**config.mk**
```make
export PLATFORM = sky130hd
export DESIGN_NAME = length_prefixed_frame_receiver_core
export DESIGN_NICKNAME = d
export VERILOG_FILES = /design/src/design/lpfr_pkg.sv /design/src/design/lpfr_cfg_regs.sv /design/src/design/lpfr_parser.sv /design/src/design/length_prefixed_frame_receiver_core.sv
export SDC_FILE = /design/constraint.sdc
export NUM_CORES = 1
export LEC_CHECK = 0
export BUFFER_PORTS_ARGS = -buffer_cell sky130_fd_sc_hd__buf_4
export CORE_ASPECT_RATIO = 1.4
export CORE_UTILIZATION = 50
export CTS_CLUSTER_DIAMETER = 100
export DETAILED_ROUTE_END_ITERATION = 7
export PLACE_DENSITY = 0.69
export SLEW_MARGIN = 10
export SYNTH_ARGS = -nofsm -noshare
export SYNTH_HDL_FRONTEND = slang
export SYNTH_SLANG_ARGS = --single-unit
```
**constraint.sdc**
```tcl
create_clock -name clk_i -period 11.2 [get_ports clk_i]
set_input_delay 1.68 -clock clk_i [delete_from_list [all_inputs] [get_ports clk_i]]
set_output_delay 1.68 -clock clk_i [all_outputs]
set_load 0.02 [all_outputs]
```
**src/design/lpfr_pkg.sv**
```systemverilog
// ============================================================================
// lpfr_pkg: shared types and constants of the length-prefixed frame receiver
// Status codes, configuration register indexes and the structs that travel
// between the configuration block, the parser and the top level.
// ============================================================================
package lpfr_pkg;

  localparam int unsigned CfgIdxW   = 2;
  localparam int unsigned CfgDataW  = 16;
  localparam int unsigned PosW      = 10;
  localparam int unsigned LenW      = 16;
  localparam int unsigned IdxW      = 9;

  // Register indexes
  localparam logic [CfgIdxW-1:0] CFG_SHORT_START = 2'd0;
  localparam logic [CfgIdxW-1:0] CFG_LONG_START  = 2'd1;
  localparam logic [CfgIdxW-1:0] CFG_TIMEOUT     = 2'd2;
  localparam logic [CfgIdxW-1:0] CFG_MAX_LEN     = 2'd3;

  // Reset values of the registers
  localparam logic [7:0]  RST_SHORT_START = 8'hFE;
  localparam logic [7:0]  RST_LONG_START  = 8'hFD;
  localparam logic [15:0] RST_TIMEOUT     = 16'd1000;
  localparam logic [9:0]  RST_MAX_LEN     = 10'd512;

  // Shortest lengths that still reach the command byte
  localparam logic [LenW-1:0] MIN_LEN_SHORT = 16'd3;
  localparam logic [LenW-1:0] MIN_LEN_LONG  = 16'd4;

  // Command byte offsets
  localparam logic [PosW-1:0] CMD_OFS_SHORT = 10'd2;
  localparam logic [PosW-1:0] CMD_OFS_LONG  = 10'd3;

  localparam logic [15:0] IDLE_SAT = 16'hFFFF;

  typedef enum logic [2:0] {
    ST_NONE    = 3'd0,
    ST_ACCEPT  = 3'd1,
    ST_DONE    = 3'd2,
    ST_STRAY   = 3'd3,
    ST_BADLEN  = 3'd4,
    ST_TIMEOUT = 3'd5
  } status_e;

  typedef enum logic {
    KIND_BYTE = 1'b0,
    KIND_TICK = 1'b1
  } kind_e;

  typedef struct packed {
    logic [7:0]  short_start;
    logic [7:0]  long_start;
    logic [15:0] timeout;
    logic [9:0]  max_len;
  } cfg_t;

  typedef struct packed {
    kind_e      command;
    logic [7:0] data_byte;
  } item_t;

  typedef struct packed {
    status_e         status;
    logic [7:0]      out_byte;
    logic [IdxW-1:0] byte_index;
    logic [LenW-1:0] frame_length;
    logic            long_frame;
    logic [7:0]      command_code;
  } result_t;

endpackage

```
**src/design/lpfr_cfg_regs.sv**
```systemverilog
// ============================================================================
// lpfr_cfg_regs: configuration registers
// Plain write port; writes to indexes outside the list are ignored.
// ============================================================================
module lpfr_cfg_regs (
  input  logic                          clk_i,
  input  logic                          rst_ni,
  input  logic                          cfg_we_i,
  input  logic [lpfr_pkg::CfgIdxW-1:0]  cfg_index_i,
  input  logic [lpfr_pkg::CfgDataW-1:0] cfg_data_i,
  output lpfr_pkg::cfg_t                cfg_o
);

  lpfr_pkg::cfg_t cfg_q, cfg_d;

  always_comb begin
    cfg_d = cfg_q;
    if (cfg_we_i) begin
      case (cfg_index_i)
        lpfr_pkg::CFG_SHORT_START: cfg_d.short_start = cfg_data_i[7:0];
        lpfr_pkg::CFG_LONG_START:  cfg_d.long_start  = cfg_data_i[7:0];
        lpfr_pkg::CFG_TIMEOUT:     cfg_d.timeout     = cfg_data_i[15:0];
        lpfr_pkg::CFG_MAX_LEN:     cfg_d.max_len     = cfg_data_i[9:0];
        default: ;
      endcase
    end
  end

  always_ff @(posedge clk_i or negedge rst_ni) begin
    if (!rst_ni) begin
      cfg_q.short_start <= lpfr_pkg::RST_SHORT_START;
      cfg_q.long_start  <= lpfr_pkg::RST_LONG_START;
      cfg_q.timeout     <= lpfr_pkg::RST_TIMEOUT;
      cfg_q.max_len     <= lpfr_pkg::RST_MAX_LEN;
    end else begin
      cfg_q <= cfg_d;
    end
  end

  assign cfg_o = cfg_q;

endmodule

```
**src/design/lpfr_parser.sv**
```systemverilog
// ============================================================================
// lpfr_parser: frame state and per-item decode
// Holds the frame state and computes one result per item; state advances
// when step_i is high.
// ============================================================================
module lpfr_parser #(
  parameter int unsigned MAX_FRAME = 512
) (
  input  logic              clk_i,
  input  logic              rst_ni,
  input  logic              step_i,
  input  lpfr_pkg::item_t   item_i,
  input  lpfr_pkg::cfg_t    cfg_i,
  output lpfr_pkg::result_t result_o
);

  localparam logic [lpfr_pkg::LenW-1:0] MaxFrameLen = lpfr_pkg::LenW'(MAX_FRAME);

  logic [lpfr_pkg::PosW-1:0] position_q, position_d;
  logic [lpfr_pkg::LenW-1:0] exp_len_q, exp_len_d;
  logic                      long_q, long_d;
  logic [7:0]                cmd_q, cmd_d;
  logic [15:0]               idle_q, idle_d;

  logic [15:0]               idle_inc;
  logic [lpfr_pkg::LenW-1:0] len_new;
  logic [lpfr_pkg::LenW-1:0] len_need;
  logic                      len_done;
  logic                      len_ok;
  logic [lpfr_pkg::PosW-1:0] pos_inc;
  logic [lpfr_pkg::PosW-1:0] cmd_ofs;
  logic [7:0]                cmd_now;
  logic [7:0]                c;
  logic                      is_short;
  logic                      is_long;

  always_comb begin
    c        = item_i.data_byte;
    is_short = (c == cfg_i.short_start);
    is_long  = (c == cfg_i.long_start);
    idle_inc = (idle_q < lpfr_pkg::IDLE_SAT) ? idle_q + 16'd1 : idle_q;
    pos_inc  = position_q + 10'd1;
    cmd_ofs  = long_q ? lpfr_pkg::CMD_OFS_LONG : lpfr_pkg::CMD_OFS_SHORT;
    cmd_now  = (position_q == cmd_ofs) ? c : cmd_q;
    len_need = long_q ? lpfr_pkg::MIN_LEN_LONG : lpfr_pkg::MIN_LEN_SHORT;

    if (position_q == 10'd1) begin
      len_new  = long_q ? {c, 8'h00} : {8'h00, c};
      len_done = !long_q;
    end else begin
      len_new  = exp_len_q + {8'h00, c};
      len_done = 1'b1;
    end
    len_ok = (len_new >= len_need) && (len_new <= {6'd0, cfg_i.max_len}) &&
             (len_new <= MaxFrameLen);

    position_d = position_q;
    exp_len_d  = exp_len_q;
    long_d     = long_q;
    cmd_d      = cmd_q;
    idle_d     = idle_q;
    result_o   = '0;

    if (item_i.command == lpfr_pkg::KIND_TICK) begin
      if (position_q != '0) begin
        if (idle_inc > cfg_i.timeout) begin
          // drop the stale partial frame
          position_d = '0;
          exp_len_d  = '0;
          long_d     = 1'b0;
          cmd_d      = '0;
          idle_d     = '0;
          result_o.status = lpfr_pkg::ST_TIMEOUT;
        end else begin
          idle_d = idle_inc;
        end
      end
    end else begin
      idle_d = '0;
      result_o.out_byte = c;
      if (position_q == '0) begin
        if (is_short || is_long) begin
          long_d     = !is_short;
          exp_len_d  = '0;
          cmd_d      = '0;
          position_d = 10'd1;
          result_o.status     = lpfr_pkg::ST_ACCEPT;
          result_o.long_frame = !is_short;
        end else begin
          result_o.status = lpfr_pkg::ST_STRAY;
        end
      end else if (position_q == 10'd1 || (position_q == 10'd2 && long_q)) begin
        result_o.byte_index   = position_q[lpfr_pkg::IdxW-1:0];
        result_o.frame_length = len_new;
        result_o.long_frame   = long_q;
        if (len_done && !len_ok) begin
          position_d = '0;
          exp_len_d  = '0;
          long_d     = 1'b0;
          cmd_d      = '0;
          result_o.status = lpfr_pkg::ST_BADLEN;
        end else begin
          position_d = pos_inc;
          exp_len_d  = len_new;
          result_o.status = lpfr_pkg::ST_ACCEPT;
        end
      end else begin
        result_o.byte_index   = position_q[lpfr_pkg::IdxW-1:0];
        result_o.frame_length = exp_len_q;
        result_o.long_frame   = long_q;
        if ({6'd0, pos_inc} == exp_len_q) begin
          position_d = '0;
          exp_len_d  = '0;
          long_d     = 1'b0;
          cmd_d      = '0;
          result_o.status       = lpfr_pkg::ST_DONE;
          result_o.command_code = cmd_now;
        end else begin
          position_d = pos_inc;
          cmd_d      = cmd_now;
          result_o.status = lpfr_pkg::ST_ACCEPT;
        end
      end
    end
  end

  always_ff @(posedge clk_i or negedge rst_ni) begin
    if (!rst_ni) begin
      position_q <= '0;
      exp_len_q  <= '0;
      long_q     <= 1'b0;
      cmd_q      <= '0;
      idle_q     <= '0;
    end else if (step_i) begin
      position_q <= position_d;
      exp_len_q  <= exp_len_d;
      long_q     <= long_d;
      cmd_q      <= cmd_d;
      idle_q     <= idle_d;
    end
  end

endmodule

```
**src/design/length_prefixed_frame_receiver_core.sv**
```systemverilog
// ============================================================================
// length_prefixed_frame_receiver_core: start-byte framed stream receiver
// Delimits length-prefixed frames in a byte stream mixed with timer ticks.
// ============================================================================
// Usage:
//   Slave channel s_axis_*: one item per transaction. tuser = 1 marks a timer
//   tick, tuser = 0 a received byte carried in tdata.
//   Master channel m_axis_*: exactly one result per input item, in order.
//   tuser carries the status code; tdata carries the echoed byte, its index
//   in the frame, the decoded length, the long-frame flag and, on frame
//   complete, the command byte.
//   Configuration: write start bytes, timeout and maximum length through
//   cfg_we_i / cfg_index_i / cfg_data_i while no item is in flight.
// Pipeline and throughput:
//   An item passes the input register, then the frame decode into the
//   result register. One item per cycle sustained while m_axis_tready stays
//   high; the frame state update is a single short combinational step
//   between those two registers.
// Reset:
//   Registers return to their defaults (start bytes 0xFE and 0xFD, timeout
//   1000 ticks, maximum length 512) and the receiver waits for a start byte.
// Stall:
//   When m_axis_tready is low, the result holds, the input register fills,
//   and s_axis_tready drops once both stages are occupied; nothing is lost.
// ============================================================================
module length_prefixed_frame_receiver_core #(
  parameter int unsigned MAX_FRAME = 512
) (
  input  logic                          clk_i,
  input  logic                          rst_ni,
  // configuration write port
  input  logic                          cfg_we_i,
  input  logic [lpfr_pkg::CfgIdxW-1:0]  cfg_index_i,
  input  logic [lpfr_pkg::CfgDataW-1:0] cfg_data_i,
  // input stream
  input  logic                          s_axis_tvalid,
  output logic                          s_axis_tready,
  input  logic [7:0]                    s_axis_tdata,  // [7:0] data_byte
  input  logic                          s_axis_tuser,  // [0] command
  // result stream
  output logic                          m_axis_tvalid,
  input  logic                          m_axis_tready,
  // [7:0] out_byte, [16:8] byte_index, [32:17] frame_length,
  // [33] long_frame, [41:34] command_code, [47:42] zero
  output logic [47:0]                   m_axis_tdata,
  output logic [2:0]                    m_axis_tuser   // [2:0] status
);

  lpfr_pkg::cfg_t    cfg;
  lpfr_pkg::item_t   in_q, in_d;
  lpfr_pkg::result_t res_q, res_d;
  logic              in_vld_q;
  logic              out_vld_q;
  logic              out_ready;
  logic              in_ready;
  logic              step;

  // result stage can take an item when empty or being drained
  assign out_ready = !out_vld_q || m_axis_tready;
  assign in_ready  = !in_vld_q || out_ready;
  assign step      = in_vld_q && out_ready;

  assign s_axis_tready = in_ready;

  assign in_d = '{command: lpfr_pkg::kind_e'(s_axis_tuser), data_byte: s_axis_tdata};

  lpfr_cfg_regs u_cfg (
    .clk_i       (clk_i),
    .rst_ni      (rst_ni),
    .cfg_we_i    (cfg_we_i),
    .cfg_index_i (cfg_index_i),
    .cfg_data_i  (cfg_data_i),
    .cfg_o       (cfg)
  );

  lpfr_parser #(
    .MAX_FRAME (MAX_FRAME)
  ) u_parser (
    .clk_i    (clk_i),
    .rst_ni   (rst_ni),
    .step_i   (step),
    .item_i   (in_q),
    .cfg_i    (cfg),
    .result_o (res_d)
  );

  // valid flags of both stages
  always_ff @(posedge clk_i or negedge rst_ni) begin
    if (!rst_ni) begin
      in_vld_q  <= 1'b0;
      out_vld_q <= 1'b0;
    end else begin
      if (in_ready) begin
        in_vld_q <= s_axis_tvalid;
      end
      if (out_ready) begin
        out_vld_q <= in_vld_q;
      end
    end
  end

  // payload: load input on a transaction, load result when the item advances
  always_ff @(posedge clk_i) begin
    if (in_ready && s_axis_tvalid) begin
      in_q <= in_d;
    end
    if (step) begin
      res_q <= res_d;
    end
  end

  assign m_axis_tvalid = out_vld_q;
  assign m_axis_tuser  = res_q.status;
  assign m_axis_tdata  = {6'd0, res_q.command_code, res_q.long_frame,
                          res_q.frame_length, res_q.byte_index, res_q.out_byte};

endmodule

```
==> summary.md, run 1 <==
| Metric | Value |
|---|---|
| Status | `finished clean` |
| Post-layout util | `between 50% and 60%` |
| Antenna diodes | `0` |
| Placeable Area | `roughly 17000 um^2` |
| Placement row count | `56` |
| Slew HR | `between 20% and 30%` |
| DP HPWL | `~15000 um` |
| Initial Utilization | `roughly half` |
| Initial antenna violation count | `0` |
| Reg2Reg Launch Point | `in_q[0]` |
| Final Setup Violations | `0` |
| Max-cap check violation count | `0` |
| WL final | `21200 um` |
| CTS Sinks | `149` |
| Bufs on Longest Clock Path | `2` |
| GRT Total Usage | `between 20% and 30%` |
| Adder-cell share of the synthesized area | `6.29%` |
| Syn Inst Count | `870` |
| Hold crit path type | `reg2reg` |
| Number of synthesized flops with an enable pin | `54` |
| Final hold vios | `0` |
| Largest family of logic cells by synthesized area | `simple AND/OR/NAND/NOR gates` |
| Total power | `approximately 1.9 mW` |
| Post-synthesis simple-gate area fraction | `15.7%` |
| CTS tree | `built` |
| CP max FO | `14` |
| GP Congestion | `between 0.8 and 0.9` |
| RR Endpoint | `u_parser.position_q[2]` |
| Fin cells | `1170` |
| First-pass GRT wire length | `34000 um` |
| Total grt overflow | `0` |
| CP endpoint kind | `register` |
| Top Family by Delay on Critical Path | `compound AO/OA/AOI/OAI gates` |
| Syn Area/Cell | `around 10 um^2` |
| Mux cell area share after synthesis | `around 6.8%` |
| Filler cells | `1480` |
| Clock transition at path regs | `around 0.060 ns` |
| Largest cells by area after synthesis | `dfrtp_1, edfxtp_1, dfstp_2` |
| Placed cell count | `between 1000 and 1500` |
| Static Leak | `~4.3 nW` |
| Crit path max-delay cell type | `o21ai_1` |
| Worst-Margin Slew | `between 1 and 1.5 ns` |
| Setup crit start | `in_q[0]` |
| DIE HEIGHT | `between 150 and 200 um` |
| Post-synthesis cell area | `8680 um^2` |
| CP Cell Sequence | `ha_1 > inv_1 > fa_1 > nand2b_1 > a21oi_1 > a31oi_1 > xnor2_1 > nor2_1 > a31o_2 > ha_1 > nand4_1 > o32ai_1 > a31oi_1 > a2111oi_0 > nand3_1 > o21ai_1 > nand2_1 > o311ai_1` |
| CTS buffer count | `17` |
| Synth Area in XOR/XNOR | `5.85%` |
| Buffers & Inverters on Critical Path | `1` |
| CTS root buf | `clkbuf_16` |
| Worst endpoint required time | `roughly 12 ns` |
| Fmax | `181 MHz` |
| Cell variety after synth | `approximately 70` |
| Vias in the first global route | `between 6000 and 7000` |
| #FFs+latches synth | `~150` |
| Levels on crit path | `18` |
| DRC | `0` |
| Io pins | `85` |
| Crit path capture | `u_parser.position_q[2]` |
| Worst R2R Path Depth | `18` |
| CTS Hold Bufs | `0` |
| Synth area leader | `dfrtp_1` |
| Clk Latency, worst-skew pair | `roughly 0.43 ns` |
| Port bufs | `roughly 80` |
| WL/cell | `~18 um` |
| Cts repair resizes | `0` |
| Synth top area share | `around a fifth` |
| Cell area power density | `~190 nW/um^2` |
| Largest net degree at the start of global routing | `70` |
| TritonRoute pass-1 iters | `7` |
| Compound-cell area share of the yosys netlist | `14.1%` |
| DR vias | `6742` |
| NumNets Final | `roughly 1000` |
| DRT iter0 DRCs | `~340` |
| Cell with the most instances after synthesis | `nand2_1` |
| Final worst path period share | `49.4%` |
| Setup WS pre-CTS | `between 5 and 6 ns` |
| Maximum vdd drop | `just over 0.0001 V` |
| Yosys Warn Count | `0` |
| Main synth FF type | `dfrtp_1` |
| Async S/R FF share, synth | `between 60% and 70%` |
| Total negative slack | `0 ns` |
| Synth top cells by count | `nand2_1, dfrtp_1, o21ai_0` |
| Number of setup buffers added after CTS | `0` |
| Max-slew violation count | `0` |
| Crit path kind | `reg2reg` |
| Layout cells sized above 1 | `a little over a fifth` |
| Die width | `113 um` |
| H-tree depth | `4` |
| Clk_skew | `a little under 0.01 ns` |
| Area delta synth->final | `14.2%` |
| Critical Path AT | `5.86 ns` |
| Tmin final | `between 5 and 6 ns` |
| Die ar. | `roughly 18000 um^2` |
| RSZ-0062 raised after global routing | `no` |
| Slowest stage delay, CP | `roughly 0.85 ns` |
| Final worst slack | `between 5 and 6 ns` |
| Reg2reg setup slack | `~5.7 ns` |
| Antenna viol nets, final | `0` |
| Via/cell ratio | `5.76` |
| CP Launch Type | `register` |
| Sequential-to-total area share from yosys stat | `about 46%` |
[cell usage in the layout, fill, tap and decap left out, types with 8 or more instances in the layout]
cell type  instances
nand4_1           14
xnor2_1           26
buf_4             83
nor4_1            10
o21a_1             8
a31oi_1           14
nor2_1            55
xor2_1            32
nor3_1            13
nor2b_1           13
nand2b_1           9
o21ai_0           57
o21ai_2           10
edfxtp_1          54
ha_1              42
a21o_1            14
dfrtp_1           74
a21oi_1           29
dfstp_2           21
o31ai_1            9
nand2_1           99
inv_1             50
nand3_1           24
mux2_2            43
a22o_1             8
mux2i_1            8
clkbuf_16         17
and3_1            13
[metal layers]
layer | global-route usage [%] | up-vias | wire length [um]
li1 | - | 3200 | -
met1 | 30.0 | 3238 | 8480
met2 | 42.2 | 236 | 10600
met3 | 4.98 | 68 | 988
met4 | 16.5 | 0 | 1180
met5 | 0 | - | 0
[area by class of cell]
type | instances | area [um^2] | share of cell area [%]
Inverter | 51 | 191 | 1.93
Sequential cell | 149 | 4030 | 40.6
Timing Repair Buffer | 83 | 623 | 6.29
Multi-Input combinational cell | 624 | 4250 | 42.9
Tap cell | 232 | 290 | 2.93
Clock inverter | 11 | 87.6 | 0.884
Clock buffer | 20 | 437 | 4.41
[worst min-delay path by stage]
stage | startpoint | to | slack (ns) | depth (start not counted)
2_1_floorplan | in_vld_q | m_axis_tvalid | 0.46 | 1
3_3_place_gp | in_vld_q | m_axis_tvalid | 0.47 | 1
3_5_place_dp | in_vld_q | m_axis_tvalid | 0.48 | 1
4_1_cts | in_vld_q | m_axis_tvalid | 0.48 | 1
5_1_grt | u_parser.cmd_q[7] | u_parser.cmd_q[7] | 0.51 | 1
6_report | in_vld_q | m_axis_tvalid | 0.48 | 1
[kinds of logic after synthesis]
| family | count (synthesis) |
|---|---|
| AO/OA/AOI/OAI | 184 |
| AND/OR/NAND/NOR | 281 |
| multiplexers | 52 |
| buffers and inverters | 102 |
| XOR/XNOR | 58 |
| other | 1 |
| flip-flops | 149 |
| adder cells (fa/ha/maj) | 43 |
[where the power goes]
part	internal [mW]	leakage (nW)	total [mW]	switching, mW
logic	0.253	2.37	0.654	0.401
clock network	0.300	0.249	0.520	0.219
registers	0.654	1.73	0.725	0.0710
total	1.21	4.35	1.90	0.691
[state kept, by name (all words and copies together) (netlist names)]
| register | count |
|---|---|
| u_parser.long_q | 1 |
| in_q | 9 |
| m_axis_tdata | 42 |
| u_cfg.cfg_o | 42 |
| u_parser.exp_len_q | 16 |
| u_parser.position_q | 10 |
| m_axis_tuser | 3 |
| in_vld_q | 1 |
| u_parser.cmd_q | 8 |
| u_parser.idle_q | 16 |
| m_axis_tvalid | 1 |
[per-stage QoR]
stage          hold WS (ns)  area, um^2
6_report              0.476        9910
4_1_cts               0.479        9910
5_1_grt               0.513        9910
3_3_place_gp          0.470        9380
2_1_floorplan         0.457        8700
3_5_place_dp          0.482        9380
(Power assumes the default switching activity.)
==> run 2: changes to the inputs <==
- clock period: 11.2 -> 5.1 ns (I/O delays scaled with it)
==> run 2 against run 1 <==
Effect of this change:
- sequential power grew 120%
- worst setup slack lost 5.3 ns
- hold slack lost 0.083 ns
- total power grew 120%
- global-route usage grew 0.59 points
- routed wire length grew 3.4%
- cell count grew 1.9%
- critical path depth is the same
- non-clock buffer count grew 20
- critical endpoint is now u_parser.exp_len_q[13]
- largest cell class unchanged
- largest power group unchanged
==> summary.md, run 2 (synthesized netlist as in run 1, its figures left out) <==
| Metric | Value |
|---|---|
| Vias in the first global route | `6688 (was 6512)` |
| CP endpoint kind | `register (unchanged)` |
| CP Launch Type | `register (unchanged)` |
| Worst R2R Path Depth | `18 (unchanged)` |
| RR Endpoint | `u_parser.exp_len_q[13] (was u_parser.position_q[2])` |
| Die ar. | `17900 um^2 (unchanged)` |
| Crit path kind | `reg2reg (unchanged)` |
| DRT iter0 DRCs | `310 (was 342)` |
| GRT Total Usage | `26.0% (was 25.4%)` |
| Max-cap check violation count | `0 (unchanged)` |
| Placeable Area | `16900 um^2 (unchanged)` |
| Final hold vios | `0 (unchanged)` |
| H-tree depth | `4 (unchanged)` |
| DIE HEIGHT | `158 um (unchanged)` |
| Routed met2 length | `10700 um (was 10600 um)` |
| Worst endpoint required time | `5.45 ns (was 11.54 ns)` |
| Area delta synth->final | `16.3% (was 14.2%)` |
| Tmin final | `4.71 ns (was 5.53 ns)` |
| Setup WS pre-CTS | `0.224 ns (was 5.85 ns)` |
| Total negative slack | `0 ns (unchanged)` |
| Maximum vdd drop | `0.000244 V (was 0.000101 V)` |
| Clk_skew | `0.00961 ns (was 0.00986 ns)` |
| Total power | `4.25 mW (was 1.90 mW)` |
| Final worst path period share | `92.4% (was 49.4%)` |
| RSZ-0062 raised after global routing | `no (unchanged)` |
| Crit path capture | `u_parser.exp_len_q[13] (was u_parser.position_q[2])` |
| DP HPWL | `15900 um (was 15400 um)` |
| DRC | `0 (unchanged)` |
| Placement row count | `56 (unchanged)` |
| Slew HR | `37.6% (was 23.5%)` |
| Setup crit start | `u_parser.idle_q[0] (was in_q[0])` |
| WL final | `21900 um (was 21200 um)` |
| Static Leak | `4.46 nW (was 4.35 nW)` |
| CTS buffer count | `17 (unchanged)` |
| Worst-Margin Slew | `0.935 ns (was 1.14 ns)` |
| Total grt overflow | `0 (unchanged)` |
| GP Congestion | `0.913 (was 0.882)` |
| First-pass GRT wire length | `34900 um (was 34000 um)` |
| Final Instance Area | `10100 um^2 (was 9910 um^2)` |
| Die width | `113 um (unchanged)` |
| Final Setup Violations | `0 (unchanged)` |
| CTS Hold Bufs | `0 (unchanged)` |
| CTS root buf | `clkbuf_16 (unchanged)` |
| Cell area power density | `421 nW/um^2 (was 192 nW/um^2)` |
| Layout cells sized above 1 | `23.5% (was 21.0%)` |
| DRT met1 WL | `8800 um (was 8480 um)` |
| Initial antenna violation count | `0 (unchanged)` |
| TritonRoute pass-1 iters | `5 (was 7)` |
| CTS Sinks | `149 (unchanged)` |
| Port bufs | `78 (unchanged)` |
| Most common cell after layout, fill and taps aside | `buf_4 (was nand2_1)` |
| Clk Latency, worst-skew pair | `0.43 ns (about the same)` |
| Via/cell ratio | `5.70 (was 5.76)` |
| CTS tree | `built (unchanged)` |
| Antenna viol nets, final | `0 (unchanged)` |
| Io pins | `85 (unchanged)` |
| Commonest cells after routing, fill and taps aside | `buf_4, nand2_1, dfrtp_1, o21ai_0, nor2_1 (was nand2_1, buf_4, dfrtp_1, o21ai_0, nor2_1)` |
| Reg2reg setup slack | `0.39 ns (was 5.67 ns)` |
| Highest routing layer actually used | `met4 (unchanged)` |
| Critical Path AT | `5.07 ns (was 5.86 ns)` |
| Clock transition at path regs | `0.06 ns (about the same)` |
| Initial Utilization | `51.4% (unchanged)` |
| Final worst slack | `0.386 ns (was 5.67 ns)` |
| Largest net degree at the start of global routing | `54 (was 70)` |
| Status | `finished clean (unchanged)` |
| Placed Area | `9530 um^2 (was 9380 um^2)` |
| Antenna diodes | `0 (unchanged)` |
| CP max FO | `11 (was 14)` |
| NumNets Final | `1022 (was 1001)` |
| Max-slew violation count | `0 (unchanged)` |
| Bufs on Longest Clock Path | `2 (unchanged)` |
| Hold crit path type | `in2async (was reg2reg)` |
| Reg2Reg Launch Point | `u_parser.idle_q[0] (was in_q[0])` |
| Fmax | `212 MHz (was 181 MHz)` |
| DR vias | `6797 (was 6742)` |
| WL/cell | `18.4 um (was 18.1 um)` |
| Worst hold slack | `0.392 ns (was 0.476 ns)` |
| Met3 wire len | `953 um (was 988 um)` |
| Filler cells | `1431 (was 1480)` |
[run 2: where the power goes]
part	total (mW)	switching (mW)	internal, mW
sequential	1.56	0.125	1.44
clock	1.16	0.513	0.647
combinational	1.53	0.931	0.600
total	4.25	1.57	2.68
[run 2: layout make-up]
type                    count  area (um^2)  share of cell area, %
clock buffers              21          460                   4.56
clock inverters            11         77.6                  0.769
inverters                  51          191                   1.90
multi-input cells         625         4270                   42.4
flip-flops and latches    149         4030                   39.9
well taps                 232          290                   2.88
repair buffers            103          773                   7.66
[run 2: repair_timing]
action	CTS	global route
gates resized for setup	0	4
endpoints found under the setup margin	0	24
buffers inserted	0	0
[run 2: worst min path at each step]
| stage | depth (start not counted) | endpoint | start |
|---|---|---|---|
| after floorplan | 1 | m_axis_tvalid | in_vld_q |
| after global placement | 1 | m_axis_tvalid | in_vld_q |
| after detailed placement | 1 | m_axis_tvalid | in_vld_q |
| after CTS | 1 | u_cfg.cfg_o[24] | rst_ni |
| after global routing | 1 | u_cfg.cfg_o[24] | rst_ni |
| final | 1 | u_cfg.cfg_o[24] | rst_ni |
[run 2: critical path, stage by stage (launching register included)]
cell and delay (ns):
dfrtp_1 0.45, ha_1 0.23, nand3_1 0.20, or3_1 0.47, or2_2 0.43, nand2_1 0.18, nor2_1 0.08, xor2_1 0.16
ha_1 0.31, nand4_1 0.09, or2_2 0.29, a21oi_1 0.12, o21ai_0 0.09, a21oi_1 0.13, o21ai_1 0.18, a21oi_2 0.21
nand2_1 0.19, or3_2 0.66, o21ai_2 0.16
[run 2: layer usage]
metal | global-route usage [%] | vias to the layer above
met5 | 0 | -
met4 | 18.0 | 0
met3 | 4.48 | 84
met2 | 44.2 | 233
met1 | 29.8 | 3238
li1 | - | 3242
[run 2: through the flow]
stage | util [%] | cells
2_1_floorplan | - | 875
3_3_place_gp | 56.5 | 1159
3_5_place_dp | 56.5 | 1159
4_1_cts | 59.6 | 1191
5_1_grt | 59.8 | 1192
6_report | 59.8 | 1192
==> run 3: changes to the inputs <==
- ABC_CLOCK_PERIOD_IN_PS: not set -> 5100
- CAP_MARGIN: not set -> 20
- CORE_MARGIN: not set -> 3
==> run 3 against run 2 <==
Effect of this change:
- via count is essentially flat
- clock power grew 8%
- count of clock-buffer cells in the layout shrank 3
- non-clock buffer count shrank 1
- combinational power is essentially flat
==> summary.md, run 3 (synthesized netlist as in run 1, its figures left out) <==
| Metric | Value |
|---|---|
| Status | `finished clean (unchanged)` |
| Crit path kind | `reg2reg (unchanged)` |
| Area delta synth->final | `16.6% (was 16.3%)` |
| Clk Latency, worst-skew pair | `0.44 ns (was 0.43 ns)` |
| RSZ-0062 raised after global routing | `no (unchanged)` |
| Port bufs | `78 (unchanged)` |
| Io pins | `85 (unchanged)` |
| Worst R2R Path Depth | `13 (was 18)` |
| Slowest stage delay, CP | `0.70 ns (was 0.66 ns)` |
| Clock share of power | `28.7% (was 27.3%)` |
| CP Launch Type | `register (unchanged)` |
| TritonRoute pass-1 iters | `5 (unchanged)` |
| Placeable Area | `16900 um^2 (unchanged)` |
| DIE HEIGHT | `162 um (was 158 um)` |
| Cell area power density | `429 nW/um^2 (was 421 nW/um^2)` |
| Cell internal pwr | `2.73 mW (was 2.68 mW)` |
| Fmax | `212 MHz (about the same)` |
| Critical Path AT | `5.07 ns (about the same)` |
| Max-slew violation count | `0 (unchanged)` |
| Die width | `117 um (was 113 um)` |
| DR vias | `6792 (was 6797)` |
| Initial antenna violation count | `0 (unchanged)` |
| Tmin final | `4.72 ns (was 4.71 ns)` |
| GP Congestion | `0.970 (was 0.913)` |
| Final worst path period share | `92.6% (was 92.4%)` |
| CP endpoint kind | `register (unchanged)` |
| Filler cells | `1441 (was 1431)` |
| WL/cell | `18.4 um (about the same)` |
| Bufs on Longest Clock Path | `2 (unchanged)` |
| Part of the power in registers | `36.0% (was 36.7%)` |
| DRC | `0 (unchanged)` |
| Clk_skew | `0.0115 ns (was 0.00961 ns)` |
| Initial Utilization | `51.4% (unchanged)` |
| CTS tree | `built (unchanged)` |
| Switching Share | `37.1% (was 36.9%)` |
| NetSw | `1.61 mW (was 1.57 mW)` |
| Die ar. | `19000 um^2 (was 17900 um^2)` |
| Static Leak | `4.47 nW (was 4.46 nW)` |
| Highest routing layer actually used | `met4 (unchanged)` |
| DP HPWL | `15900 um (about the same)` |
| Met3 wire len | `1040 um (was 953 um)` |
| Worst endpoint required time | `5.45 ns (about the same)` |
| H-tree depth | `4 (unchanged)` |
| Antenna viol nets, final | `0 (unchanged)` |
| Hold crit path type | `in2async (unchanged)` |
| CTS buffer count | `17 (unchanged)` |
| Final hold vios | `0 (unchanged)` |
| Gate power share | `35.3% (was 36.0%)` |
| Maximum vdd drop | `0.000248 V (was 0.000244 V)` |
| DRT met1 WL | `8790 um (was 8800 um)` |
| Vias in the first global route | `6710 (was 6688)` |
| First-pass GRT wire length | `35600 um (was 34900 um)` |
| GRT Total Usage | `23.7% (was 26.0%)` |
| Crit path max-delay cell type | `or4_1 (was or3_2)` |
| Post-layout util | `59.9% (was 59.8%)` |
| Placement row count | `56 (unchanged)` |
| Via/cell ratio | `5.71 (was 5.70)` |
| Slew HR | `44.4% (was 37.6%)` |
| Max-cap check violation count | `0 (unchanged)` |
| CTS root buf | `clkbuf_16 (unchanged)` |
| DRT iter0 DRCs | `414 (was 310)` |
| Worst-Margin Slew | `0.832 ns (was 0.935 ns)` |
| Total negative slack | `0 ns (unchanged)` |
| Clock transition at path regs | `0.07 ns (was 0.06 ns)` |
| Number of setup buffers added after CTS | `0 (unchanged)` |
| Cts repair resizes | `0 (unchanged)` |
| Routed met2 length | `10800 um (was 10700 um)` |
| Most common cell on crit path | `o21ai_0` |
| NumNets Final | `1020 (was 1022)` |
| CP Cell Sequence | `or4_1 > or3_1 > o21ai_0 > ha_1 > a21oi_1 > nor2b_1 > o21ai_0 > a31oi_1 > a2111oi_0 > nand3_1 > a2bb2oi_2 > or3_4 > o21ai_0 (was ha_1 > nand3_1 > or3_1 > or2_2 > nand2_1 > nor2_1 > xor2_1 > ha_1 > nand4_1 > or2_2 > a21oi_1 > o21ai_0 > a21oi_1 > o21ai_1 > a21oi_2 > nand2_1 > or3_2 > o21ai_2)` |
| Commonest cells after routing, fill and taps aside | `buf_4, nand2_1, dfrtp_1, o21ai_0, nor2_1 (unchanged)` |
| CTS Sinks | `149 (unchanged)` |
| CTS Hold Bufs | `0 (unchanged)` |
| Antenna diodes | `0 (unchanged)` |
| Most common cell after layout, fill and taps aside | `buf_4 (unchanged)` |
| CP max FO | `15 (was 11)` |
| Total grt overflow | `0 (unchanged)` |
| Largest net degree at the start of global routing | `53 (was 54)` |
| Final Setup Violations | `0 (unchanged)` |
| Layout cells sized above 1 | `23.4% (was 23.5%)` |
| WL final | `21900 um (about the same)` |
==> run 3: cell count changes in the layout (fill, tap and decap cells not counted), sizes merged <==
cell and change:
clkinvlp -1, inv +3, bufinv +1, clkbuf -3, or3 -1, buf -1
==> run 3: final timing paths <==
path	to	start	slack (ns)
min reg2reg	m_axis_tvalid	in_vld_q	0.49
max in group asynchronous	u_cfg.cfg_o[38]	rst_ni	3.67
min in group clk_i	m_axis_tvalid	in_vld_q	0.49
max	u_parser.exp_len_q[0]	u_parser.position_q[2]	0.38
min	u_cfg.cfg_o[24]	rst_ni	0.37
max reg2reg	u_parser.exp_len_q[0]	u_parser.position_q[2]	0.38
==> run 3: critical path, delay by kind of cell (launching register included) <==
kind / cells / cell delay (ns)
AND/OR/NAND/NOR: 5 / 2.06
AO/OA/AOI/OAI: 7 / 1.75
adder cells (fa/ha/maj): 1 / 0.36
flip-flops: 1 / 0.45
==> run 3: per-layer routing <==
metal  vias to the layer above  track usage, %
li1                       3246               -
met1                      3247            28.1
met2                       230            40.5
met3                        69            4.18
met4                         0            14.4
met5                         -               0
==> run 3: layout make-up <==
cell class | instances | area [um^2] | area share [%]
repair buffers | 102 | 766 | 7.57
clock inverters | 14 | 145 | 1.43
multi-input cells | 624 | 4260 | 42.1
flip-flops and latches | 149 | 4030 | 39.8
clock buffers | 18 | 439 | 4.34
inverters | 51 | 191 | 1.89
well taps | 232 | 290 | 2.87
==> run 3: power groups by stage <==
stage / Sequential, mW / Combinational, mW / Clock (mW)
2_1_floorplan: 1.59 / 1.02 / 0
3_3_place_gp: 1.58 / 1.48 / 0
3_5_place_dp: 1.58 / 1.51 / 0
4_1_cts: 1.56 / 1.52 / 1.27
5_1_grt: 1.58 / 1.69 / 1.32
6_report: 1.56 / 1.54 / 1.25
==> run 3: per-stage QoR <==
stage | cell area [um^2] | std cells | setup slack (ns) | total power [mW] | hold WS (ns)
after global routing | 10100 | 1190 | 0.0270 | 4.59 | 0.409
final | 10100 | 1190 | 0.379 | 4.34 | 0.371
after floorplan | 8700 | 875 | 0.533 | 2.61 | 0.457
after global placement | 9530 | 1158 | 0.299 | 3.06 | 0.467
after detailed placement | 9530 | 1158 | 0.146 | 3.09 | 0.488
after CTS | 10100 | 1190 | 0.110 | 4.34 | 0.401
